**config.mk**
```make
export PLATFORM = sky130hd
export DESIGN_NAME = plp_sqrt_cell
export DESIGN_NICKNAME = d
export VERILOG_FILES = /design/src/rtl/point_line_projection_3d_assert.svh /design/src/rtl/plp_pkg.sv /design/src/rtl/plp_sqrt_cell.sv
export SDC_FILE = /design/constraint.sdc
export NUM_CORES = 1
export LEC_CHECK = 0
export BUFFER_PORTS_ARGS = -buffer_cell sky130_fd_sc_hd__clkbuf_2
export CORE_MARGIN = 2
export CORE_UTILIZATION = 40
export DETAILED_ROUTE_END_ITERATION = 12
export GPL_ROUTABILITY_DRIVEN = 0
export MAX_ROUTING_LAYER = met4
export PLACE_DENSITY_LB_ADDON = 0.08
export SETUP_SLACK_MARGIN = 0.02
export SLEW_MARGIN = 5
export SYNTH_ARGS = -nofsm -noshare
export SYNTH_HDL_FRONTEND = slang
export SYNTH_SLANG_ARGS = --single-unit
```
**constraint.sdc**
```tcl
create_clock -name clock -period 2.7 [get_ports clock]
set_clock_uncertainty 0.1 [all_clocks]
set_input_delay 0.27 -clock clock [delete_from_list [all_inputs] [get_ports clock]]
set_output_delay 0.27 -clock clock [all_outputs]
set_load 0.01 [all_outputs]
```
**src/rtl/point_line_projection_3d_assert.svh**
```systemverilog
// Assertion macros for the point-to-line projection block.
`ifndef POINT_LINE_PROJECTION_3D_ASSERT_SVH
`define POINT_LINE_PROJECTION_3D_ASSERT_SVH
`ifndef ASSERT_OFF
`define PLP_ASSERT_IMPLY(label, clk, rst, ante, cons) \
   label: assert property (@(posedge clk) disable iff (rst) (ante) |-> (cons)) \
      else $error("implication check failed");
`define PLP_ASSERT_DELAY(label, clk, rst, ante, n, cons) \
   label: assert property (@(posedge clk) disable iff (rst) (ante) |-> ##(n) (cons)) \
      else $error("delayed check failed");
`else
`define PLP_ASSERT_IMPLY(label, clk, rst, ante, cons)
`define PLP_ASSERT_DELAY(label, clk, rst, ante, n, cons)
`endif
`endif

```
**src/rtl/plp_pkg.sv**
```systemverilog
// Types, widths and pipeline stage numbers for the point-to-line projection block.
package plp_pkg;

   localparam int DIV_STEPS = 34;
   localparam int DEN_W = 64;
   localparam int PROD_W = DEN_W + DIV_STEPS - 1;
   localparam int QR_W = DIV_STEPS + 1;
   localparam int FOOT_W = 35;
   localparam int DIFF_W = FOOT_W + 1;
   localparam int SQ_W = 2 * DIFF_W;
   localparam int SQRT_STEPS = 37;
   localparam int ROOT_W = SQRT_STEPS;
   localparam int RAD_W = 2 * SQRT_STEPS;
   localparam int SQREM_W = ROOT_W + 3;

   localparam int STG_PA = 0;
   localparam int STG_PROD = 1;
   localparam int STG_SUM = 2;
   localparam int STG_MAG = 3;
   localparam int STG_PART = 4;
   localparam int STG_DIV0 = 5;
   localparam int STG_DIVN = STG_DIV0 + DIV_STEPS;
   localparam int STG_RND = STG_DIVN + 1;
   localparam int STG_FOOT = STG_RND + 1;
   localparam int STG_DIFF = STG_FOOT + 1;
   localparam int STG_SQ = STG_DIFF + 1;
   localparam int STG_SQ0 = STG_SQ + 1;
   localparam int STG_SQN = STG_SQ0 + SQRT_STEPS;
   localparam int STG_OUT = STG_SQN + 1;
   localparam int PIPE_DEPTH = STG_OUT + 1;
   localparam int RES_LAST = STG_SQN - STG_DIFF;

   typedef struct packed {
      logic signed [31:0] origin_x;
      logic signed [31:0] origin_y;
      logic signed [31:0] origin_z;
      logic signed [31:0] dir_x;
      logic signed [31:0] dir_y;
      logic signed [31:0] dir_z;
      logic signed [31:0] query_x;
      logic signed [31:0] query_y;
      logic signed [31:0] query_z;
   } req_type;

   typedef struct packed {
      logic signed [31:0] foot_x;
      logic signed [31:0] foot_y;
      logic signed [31:0] foot_z;
      logic [31:0]        distance;
      logic               degenerate;
      logic               overflow;
   } rsp_type;

   typedef struct packed {
      logic [2:0][31:0] p;
      logic [2:0][31:0] v;
      logic [2:0][31:0] a;
      logic             neg_num;
      logic             degen;
   } side_type;

   typedef struct packed {
      logic [2:0][DEN_W-1:0]     rem;
      logic [2:0][DIV_STEPS-1:0] low;
      logic [DEN_W-1:0]          den;
   } div_stage_type;

   typedef struct packed {
      logic [SQREM_W-1:0] rem;
      logic [ROOT_W-1:0]  root;
      logic [RAD_W-1:0]   rad;
   } sqrt_stage_type;

   typedef struct packed {
      logic [2:0][31:0] foot;
      logic             degen;
      logic             ovf;
   } res_type;

endpackage

```
**src/rtl/plp_sqrt_cell.sv**
```systemverilog
// One digit step of the integer square root, registered.
module plp_sqrt_cell (
   input  logic                    clock,
   input  plp_pkg::sqrt_stage_type prev_stage,
   output plp_pkg::sqrt_stage_type stage_out
);

   plp_pkg::sqrt_stage_type    stage_ff;
   plp_pkg::sqrt_stage_type    stage_in;
   logic [plp_pkg::SQREM_W-1:0] rem_sh;
   logic [plp_pkg::SQREM_W-1:0] trial;
   logic                        ge;

   always_comb begin
      rem_sh = {prev_stage.rem[plp_pkg::SQREM_W-3:0],
                prev_stage.rad[plp_pkg::RAD_W-1:plp_pkg::RAD_W-2]};
      trial = {1'b0, prev_stage.root, 2'b01};
      ge = rem_sh >= trial;
      stage_in.rem = ge ? (rem_sh - trial) : rem_sh;
      stage_in.root = {prev_stage.root[plp_pkg::ROOT_W-2:0], ge};
      stage_in.rad = {prev_stage.rad[plp_pkg::RAD_W-3:0], 2'b00};
   end

   always_ff @(posedge clock) begin
      stage_ff <= stage_in;
   end

   assign stage_out = stage_ff;

endmodule

```
# Word level (Yosys, flattened, before mapping)

Cells that the tools add are included.
W data, S select, Z words.

Add/sub/neg operators: 1
$lt $le $gt $ge: 1
Muxes and demuxes: 1

Operators by type and width:

| cell             | count |
|---|---|
| $ge A40 B39 Y1   | 1 |
| $mux W40         | 1 |
| $sub A40 B39 Y40 | 1 |

Register bits: 149
Input port bits: 152
Output and inout bits: 151
Logic and storage cells: 6

# Longest topological paths before layout

Gate-level depths: netlist of run 1.

Depth after elaboration: 2
Mapped depth: 12
Gate-level depth less buffers: 10

# Worst setup path before layout of run 1

OpenSTA, ideal clock, no wires.

Kind: input-to-reg
Start: input prev_stage[109] (netlist bit)
End: register stage_ff (netlist bit stage_out[146])
Library setup time: 0.119 ns
Data arrival time: 2.168 ns
Data required time: 2.481 ns
Slack: 0.313 ns
Stages on the path: 11
Buffers on the path: 2
Cells stage by stage: inv_1 -> ha_1 -> buf_6 -> a21o_1 -> a211o_1 -> a31oi_1 -> o21ai_1 -> a311oi_2 -> buf_6 -> inv_2 -> o221a_1

RTL lines:

| element              | RTL line            | text |
|---|---|---|
| start, declared      | plp_sqrt_cell.sv:4  | `input plp_pkg::sqrt_stage_type prev_stage,` |
| end signal, assigned | plp_sqrt_cell.sv:25 | `stage_ff <= stage_in;` |
| end, declared        | plp_sqrt_cell.sv:8  | `plp_pkg::sqrt_stage_type stage_ff;` |

==> metrics.md, run 1 <==
| Metric | Value |
|---|---|
| Iter 0 DRT Violations | `between 200 and 250` |
| Final #Nets | `about 1,300` |
| DIE WIDTH | `127 µm` |
| Crit path capture type | `flop` |
| Placed cells | `roughly 1,100` |
| Clock transition at the registers of the reported paths | `approximately 0.070 ns` |
| Shortest period the worst path allows | `2.62 ns` |
| Most frequent cells in the layout | `clkbuf_2 (298), dfxtp_1 (149), dlygate4sd3_1 (145)` |
| VDD IR max | `0.381 mV` |
| Hold path cells | `2` |
| Fin worst setup slack | `between 0.08 and 0.09 ns` |
| Drt via density | `4.76` |
| PwrDens | `approximately 630 nW/µm²` |
| Hold Startpoint | `prev_stage[144]` |
| Unrepaired setup endpoints after global routing | `true` |
| Finished Cell Area | `around 10,000 µm²` |
| Vias in the first global route | `~6,300` |
| Hpwl dp | `~13 mm` |
| Drc violations | `0` |
| Main flop type after synthesis | `dfxtp_1` |
| Drt pass-1 iters | `4` |
| Hold Vio Cnt, Final | `0` |
| Worst path required time | `2.92 ns` |
| Root Driver | `clkbuf_16` |
| YS warnings | `0` |
| Leakage | `4.97 nW` |
| Synthesized instance count | `between 600 and 700` |
| Final setup viols | `0` |
| Largest net degree at the start of global routing | `41` |
| Yosys cell types | `slightly below 60` |
| I/O Buffers | `298` |
| Die H | `approximately 130 µm` |
| I/O pin count | `303` |
| Hold Slack | `0.0389 ns` |
| Cts bufs inserted | `17` |
| Top delay family on crit path | `buffers and inverters` |
| Synthesized area per cell | `approximately 9.6 µm²` |
| Total Routing Usage GR | `0.239` |
| Dpl cell area | `7950 µm²` |
| Initial antenna violation count | `0` |
| Status | `finished clean` |
| Commonest non-fill, non-tap cell in the layout | `clkbuf_2` |
| First-pass GRT wire length | `~30 mm` |
| Master of the slowest instance on the critical path | `dlygate4sd3_1` |
| Worst Path Arrival | `2.84 ns` |
| Core area | `around 15,000 µm²` |
| Maxcap violations | `0` |
| Layout cells sized above 1 | `0.367` |
| Rows | `45` |
| Number of synthesized register bits | `149` |
| Cell Area, Synth | `just over 6000 µm²` |
| Hold Crit Class | `in -> reg` |
| Power Total | `roughly 6.4 mW` |
| Worst-path cell chain | `dlygate4sd3_1, clkbuf_2, ha_1, nand4_1, nor4_1, a31oi_1, o21ai_2, a311oi_4, buf_12, a2111o_1, o221a_1` |
| Max reg flops | `149` |
| H-tree depth | `4` |
| Startpoint types | `input port` |
| Buf/Inv on CP | `3` |
| Final Instance Count excl. Fillers | `around 1,300` |
| CP Class | `in -> reg` |
| Clock sink count | `149` |
| Setup WS pre-CTS | `-0.100 ns` |
| Final Max Slew Viols | `0` |
| CTS tree | `built` |
| Synth async-reset ratio | `0` |
| Area growth syn-to-layout | `67.6%` |
| GRT overflow | `0` |
| Highest clock rate | `~0.38 GHz` |
| Worst Path Max Fanout | `7` |
| Routed Antenna Nets | `0` |
| Final Core Density | `0.677` |
| Final period utilization | `0.970` |
| WHS Endpoint | `stage_out[146]` |
| Sequential area share after synthesis | `0.491` |
| Clock Tree Buf Depth | `2` |
| EDFF count, synth | `0` |
| Diode count | `0` |
| Setup TNS | `0 ns` |
| Slowest stage delay, CP | `around 0.54 ns` |
| DR WL/cell | `between 10 and 15 µm` |
| Total die area | `between 15,000 and 20,000 µm²` |
| Vias post-DR | `6,253` |
| Wirelength, routed | `19.4 mm` |
| Initial Utilization | `0.404` |
[cells in the mapped netlist (2+ instances only)]
library cell / n / area [µm²]
nor2_1: 24 / 90.1
nand4_1: 13 / 81.3
o31ai_1: 8 / 60.1
clkbuf_1: 6 / 22.5
nor3_1: 7 / 35.0
buf_4: 2 / 15.0
xor2_1: 12 / 105
buf_6: 8 / 90.1
o21ai_2: 4 / 35.0
or2_2: 2 / 12.5
a21oi_2: 2 / 17.5
o21ai_0: 33 / 165
and3_1: 2 / 12.5
a21o_1: 12 / 90.1
o21ai_1: 29 / 145
nor4_1: 2 / 12.5
nor2b_1: 2 / 12.5
dfxtp_1: 149 / 2980
nand2b_1: 7 / 43.8
o21bai_1: 7 / 52.6
buf_2: 14 / 70.1
inv_1: 51 / 191
and2_1: 2 / 12.5
clkbuf_2: 2 / 10.0
a31oi_1: 5 / 31.3
o211ai_1: 5 / 37.5
ha_1: 39 / 488
o21a_1: 3 / 22.5
xnor2_1: 22 / 193
a2111oi_4: 2 / 55.1
a2111o_1: 2 / 22.5
nand3_1: 11 / 55.1
a211o_1: 2 / 17.5
a21oi_1: 47 / 235
a211oi_1: 6 / 45.0
nand2_1: 68 / 255
[where the power goes]
group          switching, mW  internal [mW]  total, mW
Sequential            0.0588           2.42       2.47
Clock                   1.04           1.34       2.38
Combinational          0.778          0.734       1.51
[what timing repair did]
action	CTS	global route
setup buffers	0	2
endpoints found under the setup margin	0	40
hold buffers	145	0
hold endpoints to repair	145	0
gates resized for setup	0	20
[how the worst max path moves through the flow]
stage / from / endpoint / slack (ns) / depth (start not counted)
floorplan: prev_stage[109] / stage_out[146] / 0.31 / 11
global placement: prev_stage[87] / stage_out[150] / -0.06 / 11
detailed placement: prev_stage[87] / stage_out[112] / -0.10 / 10
CTS: prev_stage[143] / stage_out[112] / 0.03 / 10
global route: prev_stage[147] / stage_out[150] / -0.02 / 12
finish: prev_stage[133] / stage_out[146] / 0.08 / 11
[area by class of cell]
class	count	area, µm²
Clock inverter	14	158
Clock buffer	18	439
Inverter	52	195
Fill cell	1183	4860
Sequential cell	149	2980
Multi-Input combinational cell	403	2810
Timing Repair Buffer	489	3360
Tap cell	188	235
[per-layer routing]
metal  GRT usage  wire length, µm  part of all wire  vias to the layer above
li1            -                -                 -                     3143
met1       0.246             7740              0.40                     2851
met2       0.435            10100              0.52                      215
met3      0.0553             1110             0.057                       44
met4       0.106              497             0.026                        0
met5           -                0                 0                        -
[logic make-up after synthesis]
group / after synthesis / synth area share
AOI/OAI and AO/OA: 180 / 0.195
adders and majority gates: 39 / 0.0804
DFF: 149 / 0.491
other: 1 / 0.000618
xor gates and xnor gates: 34 / 0.0491
buffers and inverters: 84 / 0.0664
muxes: 1 / 0.00165
and+or+nand+nor: 147 / 0.115
Power figures use the tool's default switching activity.
==> run 2: changes to the inputs <==
--- a/config.mk
+++ b/config.mk
@@ -5,7 +5,7 @@
 export SDC_FILE = /design/constraint.sdc
 export NUM_CORES = 1
 export LEC_CHECK = 0
-export BUFFER_PORTS_ARGS = -buffer_cell sky130_fd_sc_hd__clkbuf_2
+export BUFFER_PORTS_ARGS = -buffer_cell sky130_fd_sc_hd__buf_4
 export CORE_MARGIN = 2
 export CORE_UTILIZATION = 40
 export DETAILED_ROUTE_END_ITERATION = 12
==> metrics.md, run 2 (synthesis gave the netlist of run 1 again) <==
| Metric | Value |
|---|---|
| Final setup viols | `0` |
| Maxcap violations | `0` |
| CP dominant cell by count | `nor2_1` |
| Iter 0 DRT Violations | `between 200 and 300` |
| Slowest stage delay, CP | `around 0.53 ns` |
| VDD IR max | `around 0.54 mV` |
| Final #Nets | `1,300` |
| Max reg flops | `approximately 150` |
| Final Max Slew Viols | `0` |
| Clock Tree Buf Depth | `2` |
| Worst Path Arrival | `about 2.9 ns` |
| Shortest period the worst path allows | `2.62 ns` |
| Total Routing Usage GR | `0.247` |
| Final Core Density | `0.729` |
| H-tree depth | `4` |
| Startpoint types | `input port` |
| Master of the slowest instance on the critical path | `dlygate4sd3_1` |
| GR Util met1 | `0.270` |
| GRT overflow | `0` |
| Total die area | `around 16,000 µm²` |
| Met3 GRT Util | `0.0523` |
| Routed Antenna Nets | `0` |
| Die H | `between 100 and 150 µm` |
| Met2 Usage GRT | `0.443` |
| Area growth syn-to-layout | `80.6%` |
| Leakage | `about 5.2 nW` |
| Worst Path Max Fanout | `6` |
| Hold Slack | `between 0.04 and 0.05 ns` |
| Drc violations | `0` |
| Vias post-DR | `6,286` |
| Most frequent cells in the layout | `buf_4 (334), dfxtp_1 (149), dlygate4sd3_1 (146)` |
| I/O Buffers | `approximately 300` |
| Wirelength, routed | `approximately 20 mm` |
| Cts bufs inserted | `17` |
| Clock transition at the registers of the reported paths | `about 0.06 ns` |
| Root Driver | `clkbuf_16` |
| Initial antenna violation count | `1` |
| Unrepaired setup endpoints after global routing | `true` |
| Top delay family on crit path | `compound AO/OA/AOI/OAI gates` |
| Buf/Inv on CP | `3` |
| Commonest non-fill, non-tap cell in the layout | `buf_4` |
| PwrDens | `approximately 600 nW/µm²` |
| I/O pin count | `around 300` |
| Highest clock rate | `roughly 0.38 GHz` |
| Final period utilization | `0.971` |
| Core area | `15,000 µm²` |
| Crit path capture type | `flop` |
| Hpwl dp | `around 14 mm` |
| Status | `finished clean` |
| Power Total | `approximately 6.6 mW` |
| CP Class | `in -> reg` |
| Setup TNS | `0 ns` |
| Vias in the first global route | `roughly 6,400` |
| Largest net degree at the start of global routing | `41` |
| DIE WIDTH | `around 130 µm` |
| First-pass GRT wire length | `between 30 and 40 mm` |
| Clock sink count | `roughly 150` |
| Hold Vio Cnt, Final | `0` |
| Layout cells sized above 1 | `0.371` |
| Worst-path cell chain | `dlygate4sd3_1, buf_4, inv_1, ha_1, a21oi_1, o21ai_0, a31oi_2, nor2_1, nor2_1, a21oi_4, a211oi_2, xor2_1` |
| DR WL/cell | `15.3 µm` |
| Initial Utilization | `0.404` |
| CTS tree | `built` |
| Worst path required time | `2.95 ns` |
| Rows | `45` |
| Hold Crit Class | `in -> reg` |
| GRT Max-Usage Layer | `met2` |
| Drt pass-1 iters | `4` |
| Drt via density | `4.80` |
-- run 2: worst paths after layout --
| kind | startpoint | end | slack [ns] | depth (start not counted) |
|---|---|---|---|---|
| setup / recovery | prev_stage[96] | stage_out[150] | 0.08 | 12 |
| hold / removal | prev_stage[144] | stage_out[146] | 0.04 | 2 |
-- run 2: area by class of cell --
type / instances / area (µm²)
Tap cell: 188 / 235
Multi-Input combinational cell: 403 / 2840
Clock buffer: 18 / 439
Clock inverter: 13 / 168
Timing Repair Buffer: 486 / 4100
Fill cell: 1119 / 4070
Sequential cell: 149 / 2980
Antenna cell: 1 / 2.50
Inverter: 52 / 195
-- run 2: timing repair --
action                                  in CTS  in global routing
hold buffers                               146                  0
gates resized for setup                      0                 27
setup buffers                                0                  3
endpoints found under the setup margin       0                 40
hold endpoints to repair                   146                  0
-- run 2: metal layers --
metal	wire length, µm	up-vias
met2	10400	209
met5	0	-
met4	470	0
met3	995	32
met1	8150	2908
li1	-	3137
-- run 2: stage by stage --
step	instance area, µm²	setup WS (ns)	std cells
floorplan	6070	0.313	636
global placement	8650	-0.0474	1127
detailed placement	8650	-0.0691	1127
CTS	10700	0.0208	1304
global route	11000	-0.0192	1310
finish	11000	0.0772	1310
-- run 2: power breakdown --
part	switching [mW]	internal (mW)	total (mW)
logic	0.795	0.906	1.70
registers	0.0627	2.42	2.48
clock network	1.00	1.42	2.42
total	1.86	4.74	6.60
==> run 3: changes to the inputs <==
--- a/config.mk
+++ b/config.mk
@@ -10,7 +10,6 @@
 export CORE_UTILIZATION = 40
 export DETAILED_ROUTE_END_ITERATION = 12
 export GPL_ROUTABILITY_DRIVEN = 0
-export MAX_ROUTING_LAYER = met4
 export PLACE_DENSITY_LB_ADDON = 0.08
 export SETUP_SLACK_MARGIN = 0.02
 export SLEW_MARGIN = 5
==> metrics.md, run 3 (synthesis gave the netlist of run 1 again) <==
| Metric | Value |
|---|---|
| Worst Path Max Fanout | `6` |
| Fill count | `between 1,000 and 1,500` |
| Wirelength, routed | `19.9 mm` |
| DR WL/cell | `15.2 µm` |
| First-pass GRT wire length | `approximately 31 mm` |
| Final Instance Count excl. Fillers | `roughly 1,300` |
| Worst-path cell chain | `dlygate4sd3_1, buf_4, inv_1, ha_1, a21oi_1, o21ai_0, a31oi_2, nor2_1, nor2_1, a21oi_4, a211oi_2, xor2_1` |
| Commonest non-fill, non-tap cell in the layout | `buf_4` |
| DIE WIDTH | `between 100 and 150 µm` |
| VDD IR max | `around 0.54 mV` |
| Master of the slowest instance on the critical path | `dlygate4sd3_1` |
| Highest clock rate | `0.382 GHz` |
| Status | `finished clean` |
| Rows | `45` |
| Initial antenna violation count | `1` |
| CP dominant cell by count | `nor2_1` |
| Core area | `between 15,000 and 20,000 µm²` |
| H-tree depth | `4` |
| Layout cells sized above 1 | `0.370` |
| Slowest stage delay, CP | `0.53 ns` |
| Finished Cell Area | `11,000 µm²` |
| Hold Startpoint | `prev_stage[144]` |
| Shortest period the worst path allows | `approximately 2.6 ns` |
| Total Routing Usage GR | `0.240` |
| Drc violations | `0` |
| Initial Utilization | `0.404` |
| Clock Tree Buf Depth | `2` |
| Beginning of the critical path | `prev_stage[96]` |
| Cts bufs inserted | `17` |
| PwrDens | `roughly 600 nW/µm²` |
| Root Driver | `clkbuf_16` |
| CTS tree | `built` |
| Final #Nets | `approximately 1,300` |
| Vias post-DR | `6,290` |
| Power Total | `around 6.6 mW` |
| Hpwl dp | `13.8 mm` |
| Area growth syn-to-layout | `80.5%` |
| CP Class | `in -> reg` |
| Clock sink count | `approximately 150` |
| Maxcap violations | `0` |
| Placed cells | `1,127` |
| Dpl cell area | `8650 µm²` |
| GRT overflow | `0` |
| Iter 0 DRT Violations | `233` |
| Final Max Slew Viols | `0` |
| Unrepaired setup endpoints after global routing | `true` |
| I/O pin count | `between 300 and 400` |
| Largest net degree at the start of global routing | `just over 40` |
| Worst Path Arrival | `between 2 and 3 ns` |
| Worst path required time | `~2.9 ns` |
| Final period utilization | `0.969` |
| Vias in the first global route | `~6,400` |
| Hold Vio Cnt, Final | `0` |
| I/O Buffers | `just under 300` |
| Leakage | `around 5.2 nW` |
| Routed Antenna Nets | `0` |
| Clock transition at the registers of the reported paths | `0.06 ns` |
| Startpoint types | `input port` |
| Max reg flops | `149` |
| Total die area | `about 16,000 µm²` |
| Hold Crit Class | `in -> reg` |
| Crit path capture type | `flop` |
| Final setup viols | `0` |
| Drt via density | `slightly below 5` |
| Drt pass-1 iters | `4` |
| Most frequent cells in the layout | `buf_4 (334), dfxtp_1 (149), dlygate4sd3_1 (146)` |
| Die H | `~130 µm` |
## run 3: cell counts in the layout (fill, tap and decap cells not counted)
Identical to the previous run, type by type.
## run 3: worst paths after layout
check,endpoint,slack [ns],depth (start not counted)
hold / removal,stage_out[146],0.05,2
setup / recovery,stage_out[150],0.08,12
## run 3: per-stage QoR
| stage | TNS, ns | setup slack (ns) | utilization | hold WS (ns) |
|---|---|---|---|---|
| final | 0 | 0.0838 | 0.729 | 0.0465 |
| after global placement | -0.470 | -0.0474 | 0.576 | 0.274 |
| after global routing | -0.0278 | -0.0212 | 0.729 | 0.0492 |
| after detailed placement | -1.01 | -0.0691 | 0.576 | 0.275 |
| after CTS | 0 | 0.0208 | 0.713 | 0.0272 |
| after floorplan | 0 | 0.313 | - | 0.198 |
## run 3: worst max-delay path: cells and delay by family
kind,cells,cell delay (ns)
adders and majority gates,1,0.37
and+or+nand+nor,2,0.33
AOI/OAI and AO/OA,5,1.03
buffers and inverters,3,0.67
xor gates and xnor gates,1,0.17
## run 3: per-layer routing
layer,share of wire,global-route usage
met2,0.52,0.444
met3,0.062,0.0611
met5,0,0
met1,0.40,0.264
met4,0.024,0.0905
## run 3: what timing repair did
| item | in CTS | in global routing |
|---|---|---|
| endpoints found under the hold margin | 146 | 0 |
| gates resized for setup | 0 | 27 |
| hold buffers | 146 | 0 |
| endpoints found under the setup margin | 0 | 40 |
| setup buffers | 0 | 3 |
## run 3: layout make-up
type                    count  area (µm²)  area share
multi-input cells         403        2840       0.259
repair buffers            486        4100       0.374
inverters                  52         195      0.0178
well taps                 188         235      0.0215
diodes                      1        2.50    0.000228
flip-flops and latches    149        2980       0.272
clock inverters            13         168      0.0153
clock buffers              18         439      0.0401
## run 3: power by group
part | switching [mW] | internal (mW) | total, mW
Clock | 0.998 | 1.42 | 2.41
Combinational | 0.791 | 0.906 | 1.70
Sequential | 0.0627 | 2.42 | 2.48
