[config.mk]
export PLATFORM = sky130hd
export DESIGN_NAME = plp_div_cell
export DESIGN_NICKNAME = d
export VERILOG_FILES = /design/src/rtl/point_line_projection_3d_assert.svh /design/src/rtl/plp_pkg.sv /design/src/rtl/plp_div_cell.sv
export SDC_FILE = /design/constraint.sdc
export NUM_CORES = 1
export LEC_CHECK = 0
export BUFFER_PORTS_ARGS = -buffer_cell sky130_fd_sc_hd__buf_2
export CORE_AREA = 2 2 275 277
export CTS_CLUSTER_DIAMETER = 60
export DETAILED_ROUTE_END_ITERATION = 6
export DIE_AREA = 0 0 277 279
export SYNTH_ARGS = -nofsm -noshare
export SYNTH_HDL_FRONTEND = slang
export SYNTH_SLANG_ARGS = --single-unit
[constraint.sdc]
create_clock -name clock -period 3.8 [get_ports clock]
set_input_delay 0.76 -clock clock [delete_from_list [all_inputs] [get_ports clock]]
set_output_delay 0.76 -clock clock [all_outputs]
set_load 0.005 [all_outputs]
[src/rtl/point_line_projection_3d_assert.svh]
// Assertion macros for the point-to-line projection block.
`ifndef POINT_LINE_PROJECTION_3D_ASSERT_SVH
`define POINT_LINE_PROJECTION_3D_ASSERT_SVH
`ifndef ASSERT_OFF
`define PLP_ASSERT_IMPLY(label, clk, rst, ante, cons) \
   label: assert property (@(posedge clk) disable iff (rst) (ante) |-> (cons)) \
      else $error("implication check failed");
`define PLP_ASSERT_DELAY(label, clk, rst, ante, n, cons) \
   label: assert property (@(posedge clk) disable iff (rst) (ante) |-> ##(n) (cons)) \
      else $error("delayed check failed");
`else
`define PLP_ASSERT_IMPLY(label, clk, rst, ante, cons)
`define PLP_ASSERT_DELAY(label, clk, rst, ante, n, cons)
`endif
`endif

[src/rtl/plp_pkg.sv]
// Types, widths and pipeline stage numbers for the point-to-line projection block.
package plp_pkg;

   localparam int DIV_STEPS = 34;
   localparam int DEN_W = 64;
   localparam int PROD_W = DEN_W + DIV_STEPS - 1;
   localparam int QR_W = DIV_STEPS + 1;
   localparam int FOOT_W = 35;
   localparam int DIFF_W = FOOT_W + 1;
   localparam int SQ_W = 2 * DIFF_W;
   localparam int SQRT_STEPS = 37;
   localparam int ROOT_W = SQRT_STEPS;
   localparam int RAD_W = 2 * SQRT_STEPS;
   localparam int SQREM_W = ROOT_W + 3;

   localparam int STG_PA = 0;
   localparam int STG_PROD = 1;
   localparam int STG_SUM = 2;
   localparam int STG_MAG = 3;
   localparam int STG_PART = 4;
   localparam int STG_DIV0 = 5;
   localparam int STG_DIVN = STG_DIV0 + DIV_STEPS;
   localparam int STG_RND = STG_DIVN + 1;
   localparam int STG_FOOT = STG_RND + 1;
   localparam int STG_DIFF = STG_FOOT + 1;
   localparam int STG_SQ = STG_DIFF + 1;
   localparam int STG_SQ0 = STG_SQ + 1;
   localparam int STG_SQN = STG_SQ0 + SQRT_STEPS;
   localparam int STG_OUT = STG_SQN + 1;
   localparam int PIPE_DEPTH = STG_OUT + 1;
   localparam int RES_LAST = STG_SQN - STG_DIFF;

   typedef struct packed {
      logic signed [31:0] origin_x;
      logic signed [31:0] origin_y;
      logic signed [31:0] origin_z;
      logic signed [31:0] dir_x;
      logic signed [31:0] dir_y;
      logic signed [31:0] dir_z;
      logic signed [31:0] query_x;
      logic signed [31:0] query_y;
      logic signed [31:0] query_z;
   } req_type;

   typedef struct packed {
      logic signed [31:0] foot_x;
      logic signed [31:0] foot_y;
      logic signed [31:0] foot_z;
      logic [31:0]        distance;
      logic               degenerate;
      logic               overflow;
   } rsp_type;

   typedef struct packed {
      logic [2:0][31:0] p;
      logic [2:0][31:0] v;
      logic [2:0][31:0] a;
      logic             neg_num;
      logic             degen;
   } side_type;

   typedef struct packed {
      logic [2:0][DEN_W-1:0]     rem;
      logic [2:0][DIV_STEPS-1:0] low;
      logic [DEN_W-1:0]          den;
   } div_stage_type;

   typedef struct packed {
      logic [SQREM_W-1:0] rem;
      logic [ROOT_W-1:0]  root;
      logic [RAD_W-1:0]   rad;
   } sqrt_stage_type;

   typedef struct packed {
      logic [2:0][31:0] foot;
      logic             degen;
      logic             ovf;
   } res_type;

endpackage

[src/rtl/plp_div_cell.sv]
// One restoring division step for all three coordinate lanes, registered.
module plp_div_cell (
   input  logic                    clock,
   input  plp_pkg::div_stage_type  prev_stage,
   output plp_pkg::div_stage_type  stage_out
);

   plp_pkg::div_stage_type stage_ff;
   plp_pkg::div_stage_type stage_in;
   logic [plp_pkg::DEN_W:0] rem_sh [3];
   logic [plp_pkg::DEN_W:0] rem_diff [3];
   logic                    ge [3];

   always_comb begin
      stage_in = prev_stage;
      for (int i = 0; i < 3; i++) begin
         rem_sh[i] = {prev_stage.rem[i], prev_stage.low[i][plp_pkg::DIV_STEPS-1]};
         ge[i] = rem_sh[i] >= {1'b0, prev_stage.den};
         rem_diff[i] = rem_sh[i] - {1'b0, prev_stage.den};
         stage_in.rem[i] = ge[i] ? rem_diff[i][plp_pkg::DEN_W-1:0]
                                 : rem_sh[i][plp_pkg::DEN_W-1:0];
         stage_in.low[i] = {prev_stage.low[i][plp_pkg::DIV_STEPS-2:0], ge[i]};
      end
   end

   always_ff @(posedge clock) begin
      stage_ff <= stage_in;
   end

   assign stage_out = stage_ff;

endmodule

# Word level (Yosys, flattened, before mapping)
# Index checks and enable logic that the tools add are counted.
dict set report word_totals {
  regBits 358
  latch_bits 0
  ramBits 0
  rom_bits 0
  inputBits 359
  out_inout_bits 358
  word_cells 16
  n_memories 0
}
dict set report classes {
  add_sub_neg 3
  multipliers 0
  n_div 0
  order_cmp 3
  eq_ne 0
  shift 0
  mux 3
  bitwise 0
  reduce_logical 0
}
# op n
set op_table {}
lappend op_table {{65-bit by 64-bit greater-or-equal comparator with 1-bit output} 3}
lappend op_table {{64-bit two-way mux} 3}
lappend op_table {{64-bit subtractor} 3}

# Depth between registers and ports, before layout
# Gate-level depths: netlist of the first run.
dict set report logic_depth {
  word_depth 2
  ltp_mapped 16
  ltp_nobuf 13
}

# Worst setup path after synthesis of the first run
# No wires, ideal clock.
dict set report synth_timing {
  path_type {input-to-reg}
  startpoint {input prev_stage[16] in the netlist's numbering}
  endpoint {register stage_ff, in the netlist stage_out[168]}
  setup_ns 0.121
  t_arrival_ns 3.370
  required_time_ns 3.679
  path_slack_ns 0.308
  cell_stages 15
  path_buffers 2
  path_cell_list {inv_1 > ha_1 > buf_2 > and4_1 > nand4_1 > a211oi_2 > o31ai_2 > a21oi_2 > o211ai_2 > a21oi_2 > nor2_4 > o211a_4 > inv_6 > buf_8 > mux2_4}
}
# element line_no
set synth_rtl {}
lappend synth_rtl {{start: declaration} plp_div_cell.sv:4} ;# input plp_pkg::div_stage_type prev_stage,
lappend synth_rtl {{end signal: assignment} plp_div_cell.sv:27} ;# stage_ff <= stage_in;
lappend synth_rtl {{end: declaration} plp_div_cell.sv:8} ;# plp_pkg::div_stage_type stage_ff;

==> summary.md, run 1 <==
| Metric | Value |
|---|---|
| Most frequent cells in the layout | buf_2, buf_4, dfxtp_1 |
| Critical path class | input pin to register |
| Clock Sinks | 358 |
| CTS clk-pin slew, worst paths | 60 ps |
| # hold bufs at CTS | 0 |
| Iteration-0 DRC Markers | 1223 |
| VDD IR max | 0.305 mV |
| Setup crit start kind | input pin |
| Actual slew at the worst max-slew pin | 659 ps |
| Pre-antenna DRT Iters | 6 |
| Final Hold Violating Endpoints | 0 |
| Pin count of the biggest net entering global routing | 84 |
| Mapped cell area | between 20000 and 25000 sq um |
| Multi-input combinational cell area | between 10000 and 15000 sq um |
| Asr flop ratio synth | 0 |
| Die height | 279 microns |
| Total global-route track usage | 0.248 |
| Sw Share | 0.330 |
| Row cnt | 100 |
| Core area | roughly 74000 sq um |
| Placer congestion estimate | 0.950 |
| CTS tree | built |
| Root buf cell | clkbuf_16 |
| Clock power share | 0.337 |
| Filler Cell Count | 7462 |
| Max_slew headroom | 0.556 |
| Syn_nets | 3092 |
| Post-DP HPWL | 86600 microns |
| Final Power | 0.0138 W |
| Arr. time, crit path | 4090 ps |
| Ys flop type | dfxtp_1 |
| Via density | 4.97 |
| Die Footprint | between 70000 and 80000 sq um |
| Hold Path Class | input pin to register |
| Pwr Density | 436 nW/um^2 |
| Boundary Pins | 717 |
| Synth warn | 0 |
| Cells after Synth | 2538 |
| Fin nets | 4251 |
| Hold Slack | 260 ps |
| EDFF count, synth | 0 |
| Static Leakage | 15.8 nW |
| Number of synthesized register bits | 358 |
| Combinational Power Share | 0.339 |
| Initial Utilization | 0.293 |
| Largest fanout on the critical path | 7 |
| CTS Buf Count | 51 |
| CP required | 4280 ps |
| Gr ovfl total | 0 |
| Area grow syn2layout | 45.6% |
| Fin crit period | 3610 ps |
| Final setup fails | 0 |
| Sequential power share | 0.325 |
| Sequential element share of the synthesized area | 0.331 |
| IO Port Bufs | 716 |
| Critical path launch point | prev_stage[13] |
| Die Wd | 277 microns |
| Final worst path period share | 0.950 |
| Global-route wire length before repair | 144000 microns |
| Pins Over Slew Limit | 0 |
| Int Pwr | approximately 0.009 W |
| Max FFs per register | ~360 |
| Routed WL | between 90000 and 100000 microns |
| Vias in the first global route | 23300 |
| RSZ-0062 raised after global routing | no |
| Library cells used by synthesis | 93 |
| Worst setup endpoint | stage_out[206]$_DFF_P_ |
| Initial antenna violation count | 31 |
| Drt drc | 0 |
| Vias | 23400 |
| Worst setup EP type | register |
| Max Fclk | between 200 and 300 MHz |
| WL per Instance | 21.2 microns |
| # H-tree levels | 2 |
| Max-Cap Viols | 0 |
| # Post-CTS Setup Buffers | 0 |
| Synthesized area per cell | 8.54 sq um |
| Commonest non-fill, non-tap cell in the layout | buf_2 |
| Longest Clk Path Bufs | 3 |
| Total area of sequential cells | 7170 sq um |
| Layout cell share with drive strength beyond 1 | 0.382 |
| Outcome | finished clean |
| Switching power | 0.00455 W |
| Final ANT Viol Nets | 0 |
[stage by stage]
stage	instance area [sq um]	worst slack [ps]	TNS, ps	cells	util
global placement	29900	-433	-30340	4613	0.404
detailed placement	29900	-526	-36990	4613	0.404
CTS	31600	106	0	4703	0.426
floorplan	21700	308	0	2538	-
finish	31600	191	0	4708	0.426
global route	31600	44.9	0	4707	0.426
[critical path: stages]
cell and delay, ps:
buf_2 90, inv_1 70, buf_12 140, ha_1 300, buf_4 170, a21o_1 190, a21o_1 170, a21oi_1 210
o221ai_1 240, a221oi_4 360, o31ai_2 110, buf_4 180, a21o_1 230, a2111oi_0 450, nor3_1 140, mux2_4 270
[logic make-up after synthesis]
kind of cell | count (synthesis) | synth area share
AO/OA/AOI/OAI | 828 | 0.244
AND/OR/NAND/NOR | 679 | 0.151
flip-flops | 358 | 0.331
buffers and inverters | 248 | 0.0501
adder cells (fa/ha/maj) | 195 | 0.114
XOR/XNOR | 163 | 0.0659
multiplexers | 67 | 0.0449
[area by class of cell]
type,count,area share
sequential,358,0.227
antenna,5,0.000396
clock inverter,25,0.00725
inverter,128,0.0155
clock buffer,65,0.0450
multi-input combinational,1932,0.426
tap,969,0.0384
timing repair buffer,1226,0.241
[power by group through the flow]
stage	Combinational (W)	Sequential [W]	Clock, W
after detailed placement	0.00462	0.00455	0
after floorplan	0.00223	0.00460	0
final	0.00466	0.00447	0.00463
after CTS	0.00465	0.00448	0.00476
after global placement	0.00463	0.00455	0
after global routing	0.00505	0.00452	0.00489
[worst min-delay path by stage]
stage / end / start / depth (start not counted)
after floorplan: stage_out[0]$_DFF_P_ / prev_stage[0] / 0
after global placement: stage_out[69]$_DFF_P_ / prev_stage[68] / 1
after detailed placement: stage_out[122]$_DFF_P_ / prev_stage[121] / 1
after CTS: stage_out[150]$_DFF_P_ / prev_stage[149] / 1
after global routing: stage_out[70]$_DFF_P_ / prev_stage[69] / 1
final: stage_out[97]$_DFF_P_ / prev_stage[96] / 1
[repair_timing]
action,4_1_cts,5_1_grt
endpoints found under the hold margin,0,0
resized for setup,0,2
endpoints found under the setup margin,0,4
[metal layers]
layer | GRT usage | wire, microns | vias to the layer above
li1 | - | - | 11500
met5 | 0 | 161 | -
met2 | 0.426 | 47300 | 792
met1 | 0.306 | 42600 | 10900
met4 | 0.0730 | 2800 | 26
met3 | 0.0592 | 7120 | 169
[Yosys cell counts (4+ instances only)]
library cell / number / area, sq um
a21oi_1: 266 / 1330
a41oi_1: 10 / 87.6
nand2_1: 240 / 901
o31a_1: 5 / 43.8
and2_1: 17 / 106
o2111ai_1: 4 / 35.0
buf_6: 4 / 45.0
or2_2: 4 / 25.0
a221o_1: 8 / 80.1
o21ai_1: 11 / 55.1
inv_1: 125 / 469
a211oi_1: 13 / 97.6
mux2_4: 59 / 886
o31ai_1: 16 / 120
o21a_1: 21 / 158
o21ai_0: 181 / 906
xnor2_1: 103 / 902
nor3_1: 42 / 210
a31oi_1: 27 / 169
a21o_1: 117 / 878
ha_1: 192 / 2400
nor4_1: 14 / 87.6
and4_1: 18 / 158
o21bai_1: 49 / 368
dfxtp_1: 358 / 7170
nand4_1: 63 / 394
a21oi_2: 5 / 43.8
and3_1: 30 / 188
clkbuf_1: 76 / 285
or3_1: 8 / 50.1
a31o_2: 7 / 61.3
a21boi_0: 8 / 60.1
mux2_2: 5 / 56.3
buf_2: 31 / 155
nand3_1: 43 / 215
nor2_1: 149 / 559
o31ai_2: 5 / 62.6
a211o_1: 6 / 52.6
nand2b_1: 13 / 81.3
a221oi_1: 5 / 43.8
xor2_1: 60 / 526
nor2b_1: 23 / 144
o211ai_1: 13 / 97.6
buf_8: 6 / 90.1
No activity file was read; power rests on OpenSTA's default activity.
==> run 2: changes to the inputs <==
- CELL_PAD_IN_SITES_DETAIL_PLACEMENT: not set -> 1
- CELL_PAD_IN_SITES_GLOBAL_PLACEMENT: not set -> 1
- CORE_AREA: 2 2 275 277 -> 2 2 280 282
- DIE_AREA: 0 0 277 279 -> 0 0 282 284
- PLACE_DENSITY_LB_ADDON: not set -> 0.1
==> run 2 against run 1 <==
Cell area increased by 0.44%. Via count increased by 2.2%. Setup slack worse by 46 ps. Critical path type unchanged. Utilization fell by 1.4 points. Wire length rose by 16%.
==> summary.md, run 2 (synthesis gave the netlist of run 1 again) <==
| Metric | Value |
|---|---|
| Final TNS setup | 0 ps |
| Pwr Density | about 450 nW/um^2 |
| Filler Cell Count | about 9400 |
| Largest fanout on the critical path | 3 |
| Max-Cap Viols | 0 |
| HP Start | prev_stage[73] |
| Post-DP HPWL | between 100000 and 150000 microns |
| WL per Instance | approximately 24 microns |
| Hold path depth | 1 |
| Total global-route track usage | 0.278 |
| Root buf cell | clkbuf_16 |
| Boundary Pins | 717 |
| Largest stage delay on the critical path | approximately 330 ps |
| Hold Slack | about 230 ps |
| CTS Buf Count | between 50 and 60 |
| Global-route wire length before repair | 165000 microns |
| Core area | 77000 sq um |
| Max FFs per register | roughly 360 |
| Die Wd | between 200 and 300 microns |
| # Post-CTS Setup Buffers | 0 |
| Final setup fails | 0 |
| Final ANT Viol Nets | 0 |
| WP buf/inv | 7 |
| Pin count of the biggest net entering global routing | 30 |
| CP required | 4320 ps |
| Worst setup EP type | register |
| Critical path depth in cells | 18 |
| CTS tree | built |
| Critical path class | input pin to register |
| Commonest non-fill, non-tap cell in the layout | buf_2 |
| Hold Path Class | input pin to register |
| Pre-antenna DRT Iters | 5 |
| Fin nets | 4245 |
| Final Power | 0.0142 W |
| Placer congestion estimate | 0.917 |
| IO Port Bufs | 716 |
| CP dominant cell by count | buf_4 |
| Crit path max-delay family | buffers and inverters |
| Longest Clk Path Bufs | 3 |
| # H-tree levels | 2 |
| Pre-CTS WS | -503 ps |
| Area grow syn2layout | 46.3% |
| Layout cell share with drive strength beyond 1 | 0.381 |
| Max Fclk | 274 MHz |
| Final setup margin | approximately 140 ps |
| Crit-path cells | buf_2 > inv_1 > buf_4 > ha_1 > and4_4 > nand4_1 > o22ai_1 > buf_4 > o31ai_1 > buf_4 > a211oi_1 > buf_4 > buf_4 > a21oi_1 > and2_1 > o21ai_0 > xor2_1 > mux2_4 |
| Max_slew headroom | 0.533 |
| Row cnt | 102 |
| Initial Utilization | 0.282 |
| Final Hold Violating Endpoints | 0 |
| Final worst path period share | 0.962 |
| Drt drc | 0 |
| Worst path slowest cell | o22ai_1 |
| Vias | roughly 24000 |
| VDD IR max | between 0.3 and 0.4 mV |
| Most frequent cells in the layout | buf_2, buf_4, dfxtp_1 |
| Pins Over Slew Limit | 0 |
| Outcome | finished clean |
| Via density | roughly 5 |
| Actual slew at the worst max-slew pin | 694 ps |
| Routed WL | 115000 microns |
| Iteration-0 DRC Markers | 978 |
| Clock Sinks | 358 |
| Arr. time, crit path | 4170 ps |
| Static Leakage | 15.8 nW |
| CTS clk-pin slew, worst paths | 60 ps |
| Worst Hold End | stage_out[74]$_DFF_P_ |
| Die height | 284 microns |
| RSZ-0062 raised after global routing | no |
| Die Footprint | between 80000 and 90000 sq um |
| Gr ovfl total | 0 |
| Setup crit start kind | input pin |
| Initial antenna violation count | 23 |
| Fin crit period | 3660 ps |
| Vias in the first global route | ~25000 |
run 2: where the power goes:
group / leakage (nW) / switching, W / total, W / internal [W]
Sequential: 3.02 / 0.000248 / 0.00456 / 0.00431
Clock: 0.871 / 0.00199 / 0.00493 / 0.00294
Combinational: 11.9 / 0.00252 / 0.00474 / 0.00221
Total: 15.8 / 0.00476 / 0.0142 / 0.00946
run 2: metrics by stage:
step	area [sq um]	instances	utilization
finish	31700	4782	0.412
floorplan	21700	2538	-
global route	31700	4780	0.412
global placement	29900	4678	0.389
detailed placement	29900	4678	0.389
CTS	31700	4773	0.412
run 2: worst max path at each step:
stage	slack, ps	startpoint	endpoint
after floorplan	310	prev_stage[16]	stage_out[168]$_DFF_P_
after global placement	-460	prev_stage[23]	stage_out[229]$_DFF_P_
after detailed placement	-500	prev_stage[23]	stage_out[229]$_DFF_P_
after CTS	170	prev_stage[23]	stage_out[229]$_DFF_P_
after global routing	20	prev_stage[14]	stage_out[217]$_DFF_P_
final	140	prev_stage[14]	stage_out[217]$_DFF_P_
run 2: what timing repair did:
action | in CTS | in global routing
endpoints found under the setup margin | 0 | 1
resized for setup | 0 | 1
hold buffers | 0 | 0
endpoints found under the hold margin | 0 | 0
run 2: layout make-up:
cell class / count / area [sq um] / share of cell area
Multi-Input combinational cell: 1932 / 13400 / 0.424
Timing Repair Buffer: 1220 / 7520 / 0.237
Sequential cell: 358 / 7170 / 0.226
Clock buffer: 65 / 1400 / 0.0441
Tap cell: 1040 / 1300 / 0.0410
Inverter: 128 / 490 / 0.0155
Clock inverter: 30 / 379 / 0.0120
Antenna cell: 9 / 22.5 / 0.000710
run 2: per-layer routing:
layer / vias to the layer above / track usage / wire [microns]
met1: 11600 / 0.333 / 48000
met4: 6 / 0.119 / 5040
met3: 178 / 0.0399 / 5300
met2: 641 / 0.492 / 57000
li1: 11500 / - / -
met5: - / 0 / 44
==> run 3: changes to the inputs <==
- CORE_AREA: 2 2 280 282 -> 2 2 281 283
- DIE_AREA: 0 0 282 284 -> 0 0 283 285
- clock period: 3.8 -> 4.6 ns (I/O delays scaled with it)
==> run 3 against run 2 <==
Utilization shrank 4.7 points. Largest power group unchanged. Setup slack improved by 240 ps. Highest routed layer unchanged. Wire length is 6.2% lower. First-iteration DRC count grew 17%. Cell area shrank 10%. Die area is 0.71% higher. Global-route usage fell by 2.0 points. Largest cell class unchanged. Sequential power fell by 18%. Cell count is 8.7% lower. Clock-buffer cell count rose by 1. Sequential share of layout area rose by 2.5 points. Combinational power shrank 29%.
==> summary.md, run 3 (synthesis gave the netlist of run 1 again) <==
| Metric | Value |
|---|---|
| VDD IR max | 0.235 mV |
| Via density | 5.09 |
| Static Leakage | about 14 nW |
| Vias | approximately 22000 |
| CP required | 5080 ps |
| Worst path slowest cell | a2111oi_2 |
| Initial antenna violation count | 18 |
| Die Wd | 283 microns |
| Filler Cell Count | ~9400 |
| Core area | 78000 sq um |
| CTS Buf Count | between 50 and 60 |
| Commonest non-fill, non-tap cell in the layout | buf_2 |
| Largest stage delay on the critical path | 650 ps |
| Final Hold Violating Endpoints | 0 |
| Worst setup EP type | register |
| # H-tree levels | 2 |
| RSZ-0062 raised after global routing | no |
| Arr. time, crit path | 4700 ps |
| Area grow syn2layout | 31.5% |
| # hold bufs at CTS | 0 |
| Post-DP HPWL | 93400 microns |
| Actual slew at the worst max-slew pin | 968 ps |
| Fin nets | 3818 |
| Critical path launch point | prev_stage[25] |
| WP buf/inv | 2 |
| Fin crit period | roughly 4200 ps |
| Vias in the first global route | 23700 |
| Longest Clk Path Bufs | 3 |
| Die Footprint | 80700 sq um |
| Post-CTS sizing | 0 |
| Drt drc | 0 |
| Pin count of the biggest net entering global routing | 70 |
| Setup crit start kind | input pin |
| Util after Layout | 0.366 |
| Final TNS setup | 0 ps |
| Root buf cell | clkbuf_16 |
| Pwr Density | 401 nW/um^2 |
| Boundary Pins | 717 |
| Die height | between 200 and 300 microns |
| Final Power | 0.0114 W |
| Max_slew headroom | 0.353 |
| Hold Path Class | input pin to register |
| Multi-input combinational cell area | 13400 sq um |
| Global-route wire length before repair | about 160000 microns |
| CP dominant cell by count | o21ai_1 |
| Layout cell share with drive strength beyond 1 | 0.301 |
| Crit path max-delay family | compound AO/OA/AOI/OAI gates |
| Cells after DPL | between 4000 and 5000 |
| Crit-path cells | buf_2 > inv_1 > ha_1 > and2_1 > nand3_1 > nand2b_1 > a2111oi_2 > o21ai_1 > a2111oi_2 > o21ai_1 > o21ai_0 > xnor2_1 > o21ai_1 |
| Outcome | finished clean |
| Total global-route track usage | 0.259 |
| Initial Utilization | 0.278 |
| Gr ovfl total | 0 |
| Placer congestion estimate | 0.981 |
| Total area of sequential cells | between 7000 and 8000 sq um |
| Pre-antenna DRT Iters | 5 |
| CTS clk-pin slew, worst paths | 60 ps |
| Max FFs per register | 358 |
| Row cnt | 103 |
| Critical path class | input pin to register |
| Final worst path period share | 0.916 |
| Final ANT Viol Nets | 0 |
| Non-filler cells, final | 4367 |
| Max-Cap Viols | 0 |
| WL per Instance | about 25 microns |
| Clock Sinks | 358 |
| Iteration-0 DRC Markers | 1146 |
| Pins Over Slew Limit | 0 |
| Final setup fails | 0 |
| # Post-CTS Setup Buffers | 0 |
| Most frequent cells in the layout | buf_2, dfxtp_1, a21oi_1 |
| HP Start | prev_stage[109] |
| CTS tree | built |
| IO Port Bufs | 716 |
| Max Fclk | 237 MHz |
| Routed WL | around 110000 microns |
| Largest fanout on the critical path | 7 |
## run 3: cell type report
| class | count | area share |
|---|---|---|
| diodes | 9 | 0.000790 |
| clock buffers | 66 | 0.0515 |
| clock inverters | 34 | 0.0146 |
| inverters | 128 | 0.0172 |
| multi-input cells | 1932 | 0.471 |
| flip-flops and latches | 358 | 0.251 |
| well taps | 1050 | 0.0461 |
| repair buffers | 790 | 0.147 |
## run 3: final timing paths
| kind | end | slack, ps | cells after the start |
|---|---|---|---|
| max | stage_out[293]$_DFF_P_ | 380 | 13 |
| min | stage_out[110]$_DFF_P_ | 410 | 1 |
## run 3: stage by stage
stage / area (sq um) / hold WS [ps] / setup WS (ps)
floorplan: 21700 / 948 / 948
global placement: 26600 / 1020 / -244
detailed placement: 26600 / 1020 / -249
CTS: 28500 / 364 / 386
global route: 28500 / 378 / 171
finish: 28500 / 409 / 384
## run 3: per-layer routing
| layer | vias up | global-route usage | share of wire |
|---|---|---|---|
| met5 | - | 0 | 0.00052 |
| li1 | 10600 | - | - |
| met1 | 10900 | 0.312 | 0.42 |
| met2 | 603 | 0.471 | 0.50 |
| met4 | 8 | 0.0749 | 0.028 |
| met3 | 135 | 0.0414 | 0.043 |
## run 3: power breakdown
group	internal (W)	switching, W	leakage (nW)
combinational	0.00144	0.00195	9.78
sequential	0.00356	0.000189	3.02
clock	0.00261	0.00169	0.929
